--- src/hdl/lcdw_pkg.sv ---
// Shared types, command codes and defaults for the LCD window pixel writer.
package lcdw_pkg;

  localparam int PANEL_WIDTH_DEF  = 320;
  localparam int PANEL_HEIGHT_DEF = 480;

  localparam logic [15:0] CMD_CASET  = 16'h002A;
  localparam logic [15:0] CMD_PASET  = 16'h002B;
  localparam logic [15:0] CMD_RAMWR  = 16'h002C;
  localparam logic [15:0] CMD_MADCTL = 16'h0036;

  // Last parameter index of each parameterised command (length minus one).
  localparam logic [2:0] WIN_LAST_IDX    = 3'd3;
  localparam logic [2:0] MADCTL_LAST_IDX = 3'd0;

  typedef enum logic {
    RES_PIXEL   = 1'b0,
    RES_LEN_ERR = 1'b1
  } res_kind_t;

  typedef struct packed {
    logic        reset_low;
    logic        is_command;
    logic [15:0] data_word;
    logic        last_in_transfer;
  } in_item_t;

  typedef struct packed {
    res_kind_t   result_kind;
    logic [15:0] pixel_x;
    logic [15:0] pixel_y;
    logic [23:0] pixel_rgb;
  } out_item_t;

  // A result from the core, qualified by whether the item produced one.
  typedef struct packed {
    logic      valid;
    out_item_t item;
  } res_t;

  // Handshake state of the input register as seen by the rest of the block.
  typedef struct packed {
    logic     fire;
    in_item_t item;
  } stage_t;

endpackage

--- src/hdl/lcdw_in_reg.sv ---
// Input register stage: holds one accepted item until the core can take it.
module lcdw_in_reg (
  input  logic               clk,
  input  logic               rst_n,
  input  logic               in_valid,
  output logic               in_stall,
  input  lcdw_pkg::in_item_t in_item,
  input  logic               out_free,
  output lcdw_pkg::stage_t   stage
);

  logic               s_valid_r;
  logic               s_valid_nxt;
  lcdw_pkg::in_item_t s_item_r;
  logic               accept;
  logic               fire;

  assign fire     = s_valid_r && out_free;
  assign in_stall = s_valid_r && !out_free;
  assign accept   = in_valid && !in_stall;

  always_comb begin
    s_valid_nxt = s_valid_r;
    if (accept) begin
      s_valid_nxt = 1'b1;
    end else if (fire) begin
      s_valid_nxt = 1'b0;
    end
  end

  always_ff @(posedge clk) begin
    if (!rst_n) begin
      s_valid_r <= 1'b0;
    end else begin
      s_valid_r <= s_valid_nxt;
    end
  end

  always_ff @(posedge clk) begin
    if (accept) begin
      s_item_r <= in_item;
    end
  end

  assign stage.fire = fire;
  assign stage.item = s_item_r;

endmodule

--- src/hdl/lcdw_core.sv ---
// Command decode, window and cursor state, and pixel mapping for one item.
module lcdw_core #(
  parameter int PANEL_WIDTH  = lcdw_pkg::PANEL_WIDTH_DEF,
  parameter int PANEL_HEIGHT = lcdw_pkg::PANEL_HEIGHT_DEF
) (
  input  logic             clk,
  input  logic             rst_n,
  input  lcdw_pkg::stage_t stage,
  output lcdw_pkg::res_t   res
);

  localparam logic [15:0] W_M1 = 16'(PANEL_WIDTH - 1);
  localparam logic [15:0] H_M1 = 16'(PANEL_HEIGHT - 1);

  logic [15:0] cmd_r, cmd_nxt;
  logic [15:0] col_start_r, col_start_nxt;
  logic [15:0] col_end_r, col_end_nxt;
  logic [15:0] page_start_r, page_start_nxt;
  logic [15:0] page_end_r, page_end_nxt;
  logic [15:0] cur_col_r, cur_col_nxt;
  logic [15:0] cur_row_r, cur_row_nxt;
  logic [2:0]  orient_r, orient_nxt;
  logic [2:0]  cnt_r, cnt_nxt;
  logic [15:0] pw_r [3];

  logic        pw_we;
  logic [1:0]  pw_idx;
  logic [2:0]  last_idx;
  logic [15:0] w;
  logic [15:0] win_s;
  logic [15:0] win_e;
  logic [15:0] px;
  logic [15:0] py;
  logic [15:0] swap_t;
  logic [23:0] rgb;

  assign w        = stage.item.data_word;
  assign last_idx = (cmd_r == lcdw_pkg::CMD_MADCTL) ? lcdw_pkg::MADCTL_LAST_IDX
                                                    : lcdw_pkg::WIN_LAST_IDX;
  assign win_s    = {pw_r[0][7:0], 8'h00} + pw_r[1];
  assign win_e    = {pw_r[2][7:0], 8'h00} + w;
  assign rgb      = {w[15:11], w[15:13], w[10:5], w[10:9], w[4:0], w[4:2]};

  // Orientation: bit 0 swaps rows and columns, bit 2 mirrors rows, and a
  // clear bit 1 mirrors columns.
  always_comb begin
    px     = cur_col_r;
    py     = cur_row_r;
    swap_t = px;
    if (orient_r[0]) begin
      px = py;
      py = swap_t;
    end
    if (orient_r[2]) begin
      py = H_M1 - py;
    end
    if (!orient_r[1]) begin
      px = W_M1 - px;
    end
  end

  always_comb begin
    cmd_nxt        = cmd_r;
    col_start_nxt  = col_start_r;
    col_end_nxt    = col_end_r;
    page_start_nxt = page_start_r;
    page_end_nxt   = page_end_r;
    cur_col_nxt    = cur_col_r;
    cur_row_nxt    = cur_row_r;
    orient_nxt     = orient_r;
    cnt_nxt        = cnt_r;
    pw_we          = 1'b0;
    pw_idx         = cnt_r[1:0];
    res            = '0;

    if (stage.fire && !stage.item.reset_low) begin
      if (stage.item.is_command) begin
        cmd_nxt = w;
        cnt_nxt = 3'd0;
        if (!stage.item.last_in_transfer) begin
          res.valid            = 1'b1;
          res.item.result_kind = lcdw_pkg::RES_LEN_ERR;
        end
      end else begin
        case (cmd_r)
          lcdw_pkg::CMD_RAMWR: begin
            res.valid            = 1'b1;
            res.item.result_kind = lcdw_pkg::RES_PIXEL;
            res.item.pixel_x     = px;
            res.item.pixel_y     = py;
            res.item.pixel_rgb   = rgb;
            if (cur_col_r < col_end_r) begin
              cur_col_nxt = cur_col_r + 16'd1;
            end else begin
              cur_col_nxt = col_start_r;
              cur_row_nxt = cur_row_r + 16'd1;
            end
          end
          lcdw_pkg::CMD_CASET, lcdw_pkg::CMD_PASET, lcdw_pkg::CMD_MADCTL: begin
            if (stage.item.last_in_transfer) begin
              cnt_nxt = 3'd0;
              if (cnt_r == last_idx) begin
                if (cmd_r == lcdw_pkg::CMD_MADCTL) begin
                  orient_nxt = w[7:5];
                end else if (cmd_r == lcdw_pkg::CMD_CASET) begin
                  col_start_nxt = win_s;
                  col_end_nxt   = win_e;
                  cur_col_nxt   = win_s;
                  cur_row_nxt   = page_start_r;
                end else begin
                  page_start_nxt = win_s;
                  page_end_nxt   = win_e;
                  cur_col_nxt    = col_start_r;
                  cur_row_nxt    = win_s;
                end
              end else begin
                res.valid            = 1'b1;
                res.item.result_kind = lcdw_pkg::RES_LEN_ERR;
              end
            end else begin
              // The count saturates one past the last index so that an
              // over-long transfer still reports a length error.
              pw_we   = (cnt_r < last_idx);
              cnt_nxt = (cnt_r <= last_idx) ? cnt_r + 3'd1 : cnt_r;
            end
          end
          default: begin
          end
        endcase
      end
    end
  end

  always_ff @(posedge clk) begin
    if (!rst_n) begin
      cmd_r        <= '0;
      col_start_r  <= '0;
      col_end_r    <= '0;
      page_start_r <= '0;
      page_end_r   <= '0;
      cur_col_r    <= '0;
      cur_row_r    <= '0;
      orient_r     <= '0;
      cnt_r        <= '0;
    end else begin
      cmd_r        <= cmd_nxt;
      col_start_r  <= col_start_nxt;
      col_end_r    <= col_end_nxt;
      page_start_r <= page_start_nxt;
      page_end_r   <= page_end_nxt;
      cur_col_r    <= cur_col_nxt;
      cur_row_r    <= cur_row_nxt;
      orient_r     <= orient_nxt;
      cnt_r        <= cnt_nxt;
    end
  end

  always_ff @(posedge clk) begin
    if (pw_we) begin
      pw_r[pw_idx] <= w;
    end
  end

endmodule

--- src/hdl/lcdw_out_reg.sv ---
// Result register: holds one result item until the receiver takes it.
module lcdw_out_reg (
  input  logic                clk,
  input  logic                rst_n,
  input  logic                load,
  input  lcdw_pkg::res_t      res,
  output logic                out_free,
  output logic                out_valid,
  input  logic                out_stall,
  output lcdw_pkg::out_item_t out_item
);

  logic                out_valid_r;
  logic                out_valid_nxt;
  lcdw_pkg::out_item_t out_item_r;

  assign out_free = !out_valid_r || !out_stall;

  always_comb begin
    out_valid_nxt = out_valid_r;
    if (load) begin
      out_valid_nxt = res.valid;
    end else if (!out_stall) begin
      out_valid_nxt = 1'b0;
    end
  end

  always_ff @(posedge clk) begin
    if (!rst_n) begin
      out_valid_r <= 1'b0;
    end else begin
      out_valid_r <= out_valid_nxt;
    end
  end

  always_ff @(posedge clk) begin
    if (load && res.valid) begin
      out_item_r <= res.item;
    end
  end

  assign out_valid = out_valid_r;
  assign out_item  = out_item_r;

endmodule

--- src/hdl/lcd_window_pixel_writer.sv ---
// Top level of the LCD window pixel writer: input register, core and result register.
//
// This block takes one SPI word per item, together with the reset and
// data/command pin levels, and turns RAMWR data into pixel writes inside the
// column and page window set by CASET and PASET, mapped through the MADCTL
// swap and mirror bits. It sustains one item per clock cycle while the
// receiver does not stall the output: an accepted item sits in the input
// register until the result register is free, the core updates the command,
// window, cursor and orientation state and forms the result in the cycle the
// item leaves that register, and the result lands in the result register. A
// pixel or a length error item therefore passes the input register and then
// the result register before it shows on out_valid. Words that cause no
// result (commands ending a transfer, parameters, ignored words) simply pass
// through without occupying the result register. The output stall reaches
// in_stall combinationally, only when both registers are full, so the input
// keeps flowing while the receiver takes each result. PANEL_WIDTH and
// PANEL_HEIGHT set the mirror axes; all coordinates wrap at 16 bits.
module lcd_window_pixel_writer #(
  parameter int PANEL_WIDTH  = lcdw_pkg::PANEL_WIDTH_DEF,
  parameter int PANEL_HEIGHT = lcdw_pkg::PANEL_HEIGHT_DEF
) (
  input  logic                clk,
  input  logic                rst_n,
  input  logic                in_valid,
  output logic                in_stall,
  input  lcdw_pkg::in_item_t  in_item,
  output logic                out_valid,
  input  logic                out_stall,
  output lcdw_pkg::out_item_t out_item
);

  lcdw_pkg::stage_t stage;
  lcdw_pkg::res_t   res;
  logic             out_free;

  // The input register advances whenever the result register can take a
  // result this cycle.
  lcdw_in_reg u_in_reg (
    .clk      (clk),
    .rst_n    (rst_n),
    .in_valid (in_valid),
    .in_stall (in_stall),
    .in_item  (in_item),
    .out_free (out_free),
    .stage    (stage)
  );

  // All per-item state lives in the core; it only changes when an item fires.
  lcdw_core #(
    .PANEL_WIDTH  (PANEL_WIDTH),
    .PANEL_HEIGHT (PANEL_HEIGHT)
  ) u_core (
    .clk   (clk),
    .rst_n (rst_n),
    .stage (stage),
    .res   (res)
  );

  lcdw_out_reg u_out_reg (
    .clk       (clk),
    .rst_n     (rst_n),
    .load      (stage.fire),
    .res       (res),
    .out_free  (out_free),
    .out_valid (out_valid),
    .out_stall (out_stall),
    .out_item  (out_item)
  );

endmodule

--- config.mk ---
export PLATFORM = sky130hd
export DESIGN_NAME = lcd_window_pixel_writer
export DESIGN_NICKNAME = d
export VERILOG_FILES = /design/src/hdl/lcdw_pkg.sv /design/src/hdl/lcdw_in_reg.sv /design/src/hdl/lcdw_core.sv /design/src/hdl/lcdw_out_reg.sv /design/src/hdl/lcd_window_pixel_writer.sv
export SDC_FILE = /design/constraint.sdc
export NUM_CORES = 1
export LEC_CHECK = 0
export ABC_CLOCK_PERIOD_IN_PS = 6440
export BUFFER_PORTS_ARGS = -buffer_cell sky130_fd_sc_hd__buf_2
export CAP_MARGIN = 20
export CORE_MARGIN = 2
export CORE_UTILIZATION = 60
export CTS_BUF_LIST = sky130_fd_sc_hd__clkbuf_8 sky130_fd_sc_hd__clkbuf_16
export DETAILED_ROUTE_END_ITERATION = 10
export PLACE_DENSITY = 0.81
export REMOVE_ABC_BUFFERS = 1
export SLEW_MARGIN = 20
export SYNTH_ARGS = -nofsm -noshare
export SYNTH_HDL_FRONTEND = slang
export SYNTH_SLANG_ARGS = --single-unit
--- constraint.sdc ---
create_clock -name clk -period 6.44 [get_ports clk]
set_input_delay 0.322 -clock clk [delete_from_list [all_inputs] [get_ports clk]]
set_output_delay 0.322 -clock clk [all_outputs]
set_load 0.02 [all_outputs]
; After elaboration in Yosys (flattened, before gate mapping)
; Memories as Yosys holds them, arrays and structs flattened.
; Index checks and enable logic that the tools add are counted.
[word_totals]
register_bits = 180
ram_bits = 48
input_bits = 23
mem_count = 1
[memory_table]
columns = memory, depth, width, rd, rd_ports_with_merged_regs, write_ports, line_no
row1 = u_core.pw_r, 3, 16, 3, 0, 1, lcdw_core.sv:24  ; logic [15:0] pw_r [3];
[classes]
n_addsub = 7
n_lt_le_gt_ge = 3
n_eq_ne = 10
mux = 39
n_bitwise = 4
n_reduce_logical = 24
[op_table]
columns = cell, n
row1 = $mux W16, 14
row2 = $mux W56, 2
row3 = $eq A16 B6 Y1 const B, 4
row4 = $pmux W16 S2, 2
row5 = $mux W58, 1
row6 = $add A16 B1 Y16 const B, 2
row7 = $add A16 B16 Y16, 2
row8 = $sub A9 B16 Y16 const A, 2
row9 = $reduce_and A6 Y1, 3
row10 = $lt A16 B16 Y1, 1
row11 = $reduce_and A7 Y1, 2
row12 = $mux W3, 4
row13 = $mux W1, 10
row14 = $mux W2, 5
row15 = $ne A2 B2 Y1 const B, 3
row16 = $reduce_bool A2 Y1, 3
row17 = $reduce_or A3 Y1, 2
row18 = $logic_and A1 B1 Y1, 5
row19 = $logic_not A1 Y1, 5
row20 = $ne A2 B1 Y1 const B, 2
row21 = $not A1 Y1, 4
row22 = $pmux W2 S2, 1
row23 = $add A3 B1 Y3 const B, 1
row24 = $eq A3 B3 Y1, 1
row25 = other kinds (6), 6

; Longest topological paths before layout
[logic_depth]
depth_word = 9
depth_mapped = 14

; Modules after synthesis
; A second synthesis with hierarchy kept.
[hier_totals]
hier_cells = 1130
area_unflattened_um2 = 10809.1
[modules_own_cells]
columns = module, n_inst, cells_per_inst, area_per_inst_um2, seq_area_each_um2
row1 = lcdw_core, 1, 1043, 8411.8, 3002.9
row2 = lcdw_out_reg, 1, 62, 1765.4, 1731.7
row3 = lcdw_in_reg, 1, 25, 631.9, 590.6

; Least setup slack after synthesis
; OpenSTA, ideal clock, no wires.
[synth_timing]
path_type = register -> register
startpoint = reg u_core.cmd_r[8]
endpoint = reg u_out_reg.out_item_r (netlist bit u_out_reg.out_item[10]), enable pin
setup_time_ns = 0.415
arrival_ns = 3.321
slack_ns = 2.704
path_stages_with_launch = 12
path_buffers = 1
synth_period_minus_slack_ns = 3.736
path_cell_list = dfxtp_1 -> nor4_4 -> and3_1 -> buf_6 -> nand3_2 -> inv_1 -> ha_1 -> and3b_1 -> nor2_1 -> nand3_1 -> a21oi_2 -> nand2b_1
[synth_between]
elab_chain_len = 9
elab_cells_between_ends = 13
[synth_rtl]
columns = element, line_no
row1 = start: declaration, lcdw_core.sv:15  ; logic [15:0] cmd_r, cmd_nxt;
row2 = start signal: assignment, lcdw_core.sv:146  ; cmd_r <= cmd_nxt;
row3 = $eq A16 B6 Y1, "lcdw_core.sv:38, lcdw_core.sv:85"
row4 = $mux W2, lcdw_core.sv:38  ; assign last_idx = (cmd_r == lcdw_pkg::CMD_MADCTL) ? lcdw_pkg::MADCTL_LAST_IDX
row5 = $eq A3 B3 Y1, lcdw_core.sv:102  ; if (cnt_r == last_idx) begin
row6 = $mux W2, lcdw_core.sv:102
row7 = $mux W2, lcdw_core.sv:100  ; if (stage.item.last_in_transfer) begin
row8 = $pmux W2 S2 (*), lcdw_core.sv:85  ; case (cmd_r)
row9 = $mux W2 (*), lcdw_core.sv:77  ; if (stage.item.is_command) begin
row10 = $mux W58 (*), lcdw_core.sv:76  ; if (stage.fire && !stage.item.reset_low) begin
row11 = $logic_and A1 B1 Y1 (*), lcdw_out_reg.sv:37  ; if (load && res.valid) begin
row12 = end signal: assignment, lcdw_out_reg.sv:38  ; out_item_r <= res.item;
row13 = end: declaration, lcdw_out_reg.sv:15  ; lcdw_pkg::out_item_t out_item_r;
; Mark *: on every way between the ends. The rest lies on a longest branch, timed or not.
; A chain may end at the register's enable or synchronous reset.

; Worst setup path after layout
[layout_timing]
startpoint = reg u_core.cmd_r[8]
endpoint = reg u_core.page_start_r[9]
[layout_between]
elab_chain_len = 4
elab_cells_between_ends = 9
[layout_rtl]
columns = element, line_no
row1 = $eq A16 B6 Y1, "lcdw_core.sv:38, lcdw_core.sv:85, lcdw_core.sv:103"
row2 = $mux W2, lcdw_core.sv:38
row3 = $eq A3 B3 Y1, lcdw_core.sv:102
row4 = $reduce_and A6 Y1 (no line), -
row5 = end signal: assignment, lcdw_core.sv:149  ; page_start_r <= page_start_nxt;
row6 = end: declaration, lcdw_core.sv:18  ; logic [15:0] page_start_r, page_start_nxt;
; Several ways; a longest one is shown, not always the timed one.

==> results.py <==
metrics = {
    "timing": {
        "max_slew.worst_pin.slew_ns": 1.05,
        "grt_setup_unrepaired": "false",
        "finalWorstSetupSlack_ns": 2.78,
        "drv_slew": 0,
        "finalSetupTns_ns": 0,
        "finalHoldViolCount": 0,
        "slew_headroom": 0.298,
        "period_minus_slack_ns": 3.66,
        "setup_violations": 0,
        "fmax_mhz": 274,
        "period_share": 0.568,
        "skew_ns": 0.00820,
    },
    "clocking": {
        "clock-sinks": 204,
        "cts_resized": 0,
        "clk_latency_ns": 0.51,
        "cts_max_level": 1,
        "cts_buffers": 22,
        "cts-root-buf": "clkbuf_16",
        "clockBufferDepth": 3,
        "cts_tree": "yes",
        "clk_pin_slew_ns": 0.06,
    },
    "floorplanning": {
        "rows": 48,
        "die_x_um": 137,
        "num_io_pins": 82,
        "fp.dieH_um": 137,
        "die-area_um2": 18700,
        "initial_utilization": 0.612,
        "core_um2": 17300,
    },
    "placement": {
        "place_ws_ns": 2.88,
        "port_buffers": 81,
        "routabilityCongestion": 0.950,
        "dp.cells": 1338,
        "dp_hpwl_mm": 17.9,
    },
    "detailed_routing": {
        "routed_wirelength_mm": 27.1,
        "wl_per_cell_um": 19.4,
        "drt_iter0_markers": 889,
        "ant_nets": 0,
        "routed-via-count": 8589,
        "drc": 0,
        "drtPass1Iterations": 7,
        "routed_via_density": 6.15,
    },
    "cells_and_area": {
        "final_util": 0.685,
        "layout_commonest_cell": "nand2_1",
        "nFillCells": 1314,
        "diodes": 0,
        "syn_to_final_growth_pct": 11.9,
        "seqCellArea_um2": 5090,
        "multi_input_area_um2": 4950,
        "fin_cells": 1397,
        "drive_gt1_frac": 0.131,
        "nNetsFinal": 1220,
        "mostFrequentLayoutCells": "151 x nand2_1, 103 x dfxtp_1, 100 x edfxtp_1",
    },
    "critical_path": {
        "required_ns": 6.81,
        "cp.arrival_ns": 4.02,
        "worstSetupPathType": "register to register",
        "cp-start-kind": "register",
        "worstSetupEndpointType": "register",
        "worstPathMaxFanout": 16,
    },
    "power_and_ir_drop": {
        "vdd_drop_max_mv": 0.277,
        "pwr_density_cell_nw_per_um2": 227,
        "power.leakage_nw": 4.19,
    },
    "synth": {
        "ys.flop_type": "dfxtp_1",
        "avgSynthCellArea_um2": 9.62,
        "async_flop_share": 0,
        "yosys.area.top_type": "edfxtp_1",
        "synth.distinct_cells": 76,
        "syn_area_um2": 10600,
        "ys_top_cells_by_area": "edfxtp_1 28%, dfxtp_1 20%, nand2_1 5.4%",
        "ys_seq_area_frac": 0.480,
        "synth_edf_count": 100,
        "yosys_warnings": 0,
        "yosysTopAreaCellShare": 0.284,
        "synth-seq-cells": 204,
        "synthCells": 1100,
    },
    "global_routing": {
        "gr-total-overflow": 0,
        "antenna_found_initial": 0,
        "grt_pass1_wl_mm": 42.9,
        "grt_pass1_vias": 8026,
        "grt_max_degree": 75,
        "track_usage": 0.296,
    },
    "hold_path": {
        "holdCritPathClass": "input pin to register",
    },
    "job": {
        "maxCapViolations": 0,
    },
    "status": {
        "status": "completed",
    },
}
metrics by stage:
step,total power (W),hold WS [ns],cell area [µm²]
detailed placement,0.00149,0.444,11000
global route,0.00275,0.0654,11800
global placement,0.00148,0.436,11000
finish,0.00269,0.0374,11800
CTS,0.00269,0.0252,11800
floorplan,0.00145,0.421,10200
sequential cells by signal, summed over array words and instances, names as in the netlist, 16 cells and up:
name and flops:
u_core.pw_r 32, u_core.col_start_r 16, u_out_reg.out_item 49, u_core.page_start_r 16
u_in_reg.stage 19, u_core.col_end_r 16, u_core.cur_row_r 16, u_core.cur_col_r 16
u_core.cmd_r 16
cell families (layout without fill, tap and decap cells):
kind of cell    after synthesis  count (layout)  synth area share
mux                          47              47            0.0449
simple gates                397             397             0.185
compound gates              238             238             0.145
fa+ha+maj                    41              41            0.0499
xor+xnor                     51              51            0.0422
buf+inv                     122             194            0.0526
flops                       204             204             0.480
path summary, 6_finish.rpt:
check                                   startpoint                                   to  slack (ns)  depth (start not counted)
hold / removal                            in_valid      u_in_reg.s_valid_r$_SDFFE_PN0P_        0.04                          3
setup / recovery      u_core.cmd_r[8]$_SDFFE_PN0P_  u_core.page_start_r[9]$_SDFFE_PN0P_        2.78                         10
setup reg to reg      u_core.cmd_r[8]$_SDFFE_PN0P_  u_core.page_start_r[9]$_SDFFE_PN0P_        2.78                         10
hold reg to reg   u_core.col_end_r[6]$_SDFFE_PN0P_     u_core.col_end_r[6]$_SDFFE_PN0P_        0.45                          2
cell usage after synthesis (3+ instances only):
cell	number
nor4_1	3
nor3_1	15
nor2b_1	8
mux2i_1	43
buf_2	19
or3_1	3
nor2_1	85
o211a_1	3
and2_4	3
ha_1	39
o31a_1	3
a21oi_1	98
edfxtp_1	100
o21a_1	12
nor4b_1	3
nand4_1	9
xor2_1	8
and2_1	8
nand2_1	151
xnor2_1	43
nand3_1	43
a211o_1	4
o221a_1	3
nand2b_1	9
o211ai_1	8
buf_6	4
clkbuf_1	40
o21ai_0	21
a211oi_1	13
mux2_2	4
or2_2	3
o21ai_1	9
o22ai_1	7
buf_4	12
inv_1	45
and4_1	4
o221ai_1	16
and3_1	27
dfxtp_1	104
a31oi_1	11
o31ai_1	7
a21o_1	6
routing by layer:
layer | vias up | part of all wire | track usage
met5 | - | 0 | 0
met4 | 0 | 0.043 | 0.124
met3 | 99 | 0.086 | 0.0544
met2 | 411 | 0.46 | 0.472
met1 | 4050 | 0.41 | 0.398
li1 | 4029 | - | -
power breakdown:
part / switching [W] / internal (W) / leakage, nW
Clock: 0.000511 / 0.000707 / 0.375
Combinational: 0.0000464 / 0.0000300 / 2.12
Sequential: 0.0000232 / 0.00137 / 1.69
area by class of cell:
cell class / instances / area share
flip-flops and latches: 204 / 0.430
repair buffers: 108 / 0.0553
multi-input cells: 774 / 0.418
clock buffers: 25 / 0.0509
well taps: 225 / 0.0238
inverters: 46 / 0.0146
clock inverters: 15 / 0.00792
critical path, cell delays in order, from the launching register on:
cell	delay, ns
dfxtp_1	0.34
nor4_4	0.46
and3_1	0.49
nand3_2	0.24
ha_1	0.35
and3b_1	0.28
nand2_1	0.18
and2b_1	0.27
nand3_1	0.51
a21oi_1	0.34
nor2_1	0.05
timing repair:
item / in CTS / in global routing
hold buffers: 19 / 0
hold endpoints to repair: 19 / 0
buffers inserted: 0 / 0
Note: power is estimated with default switching activity, not from simulation.
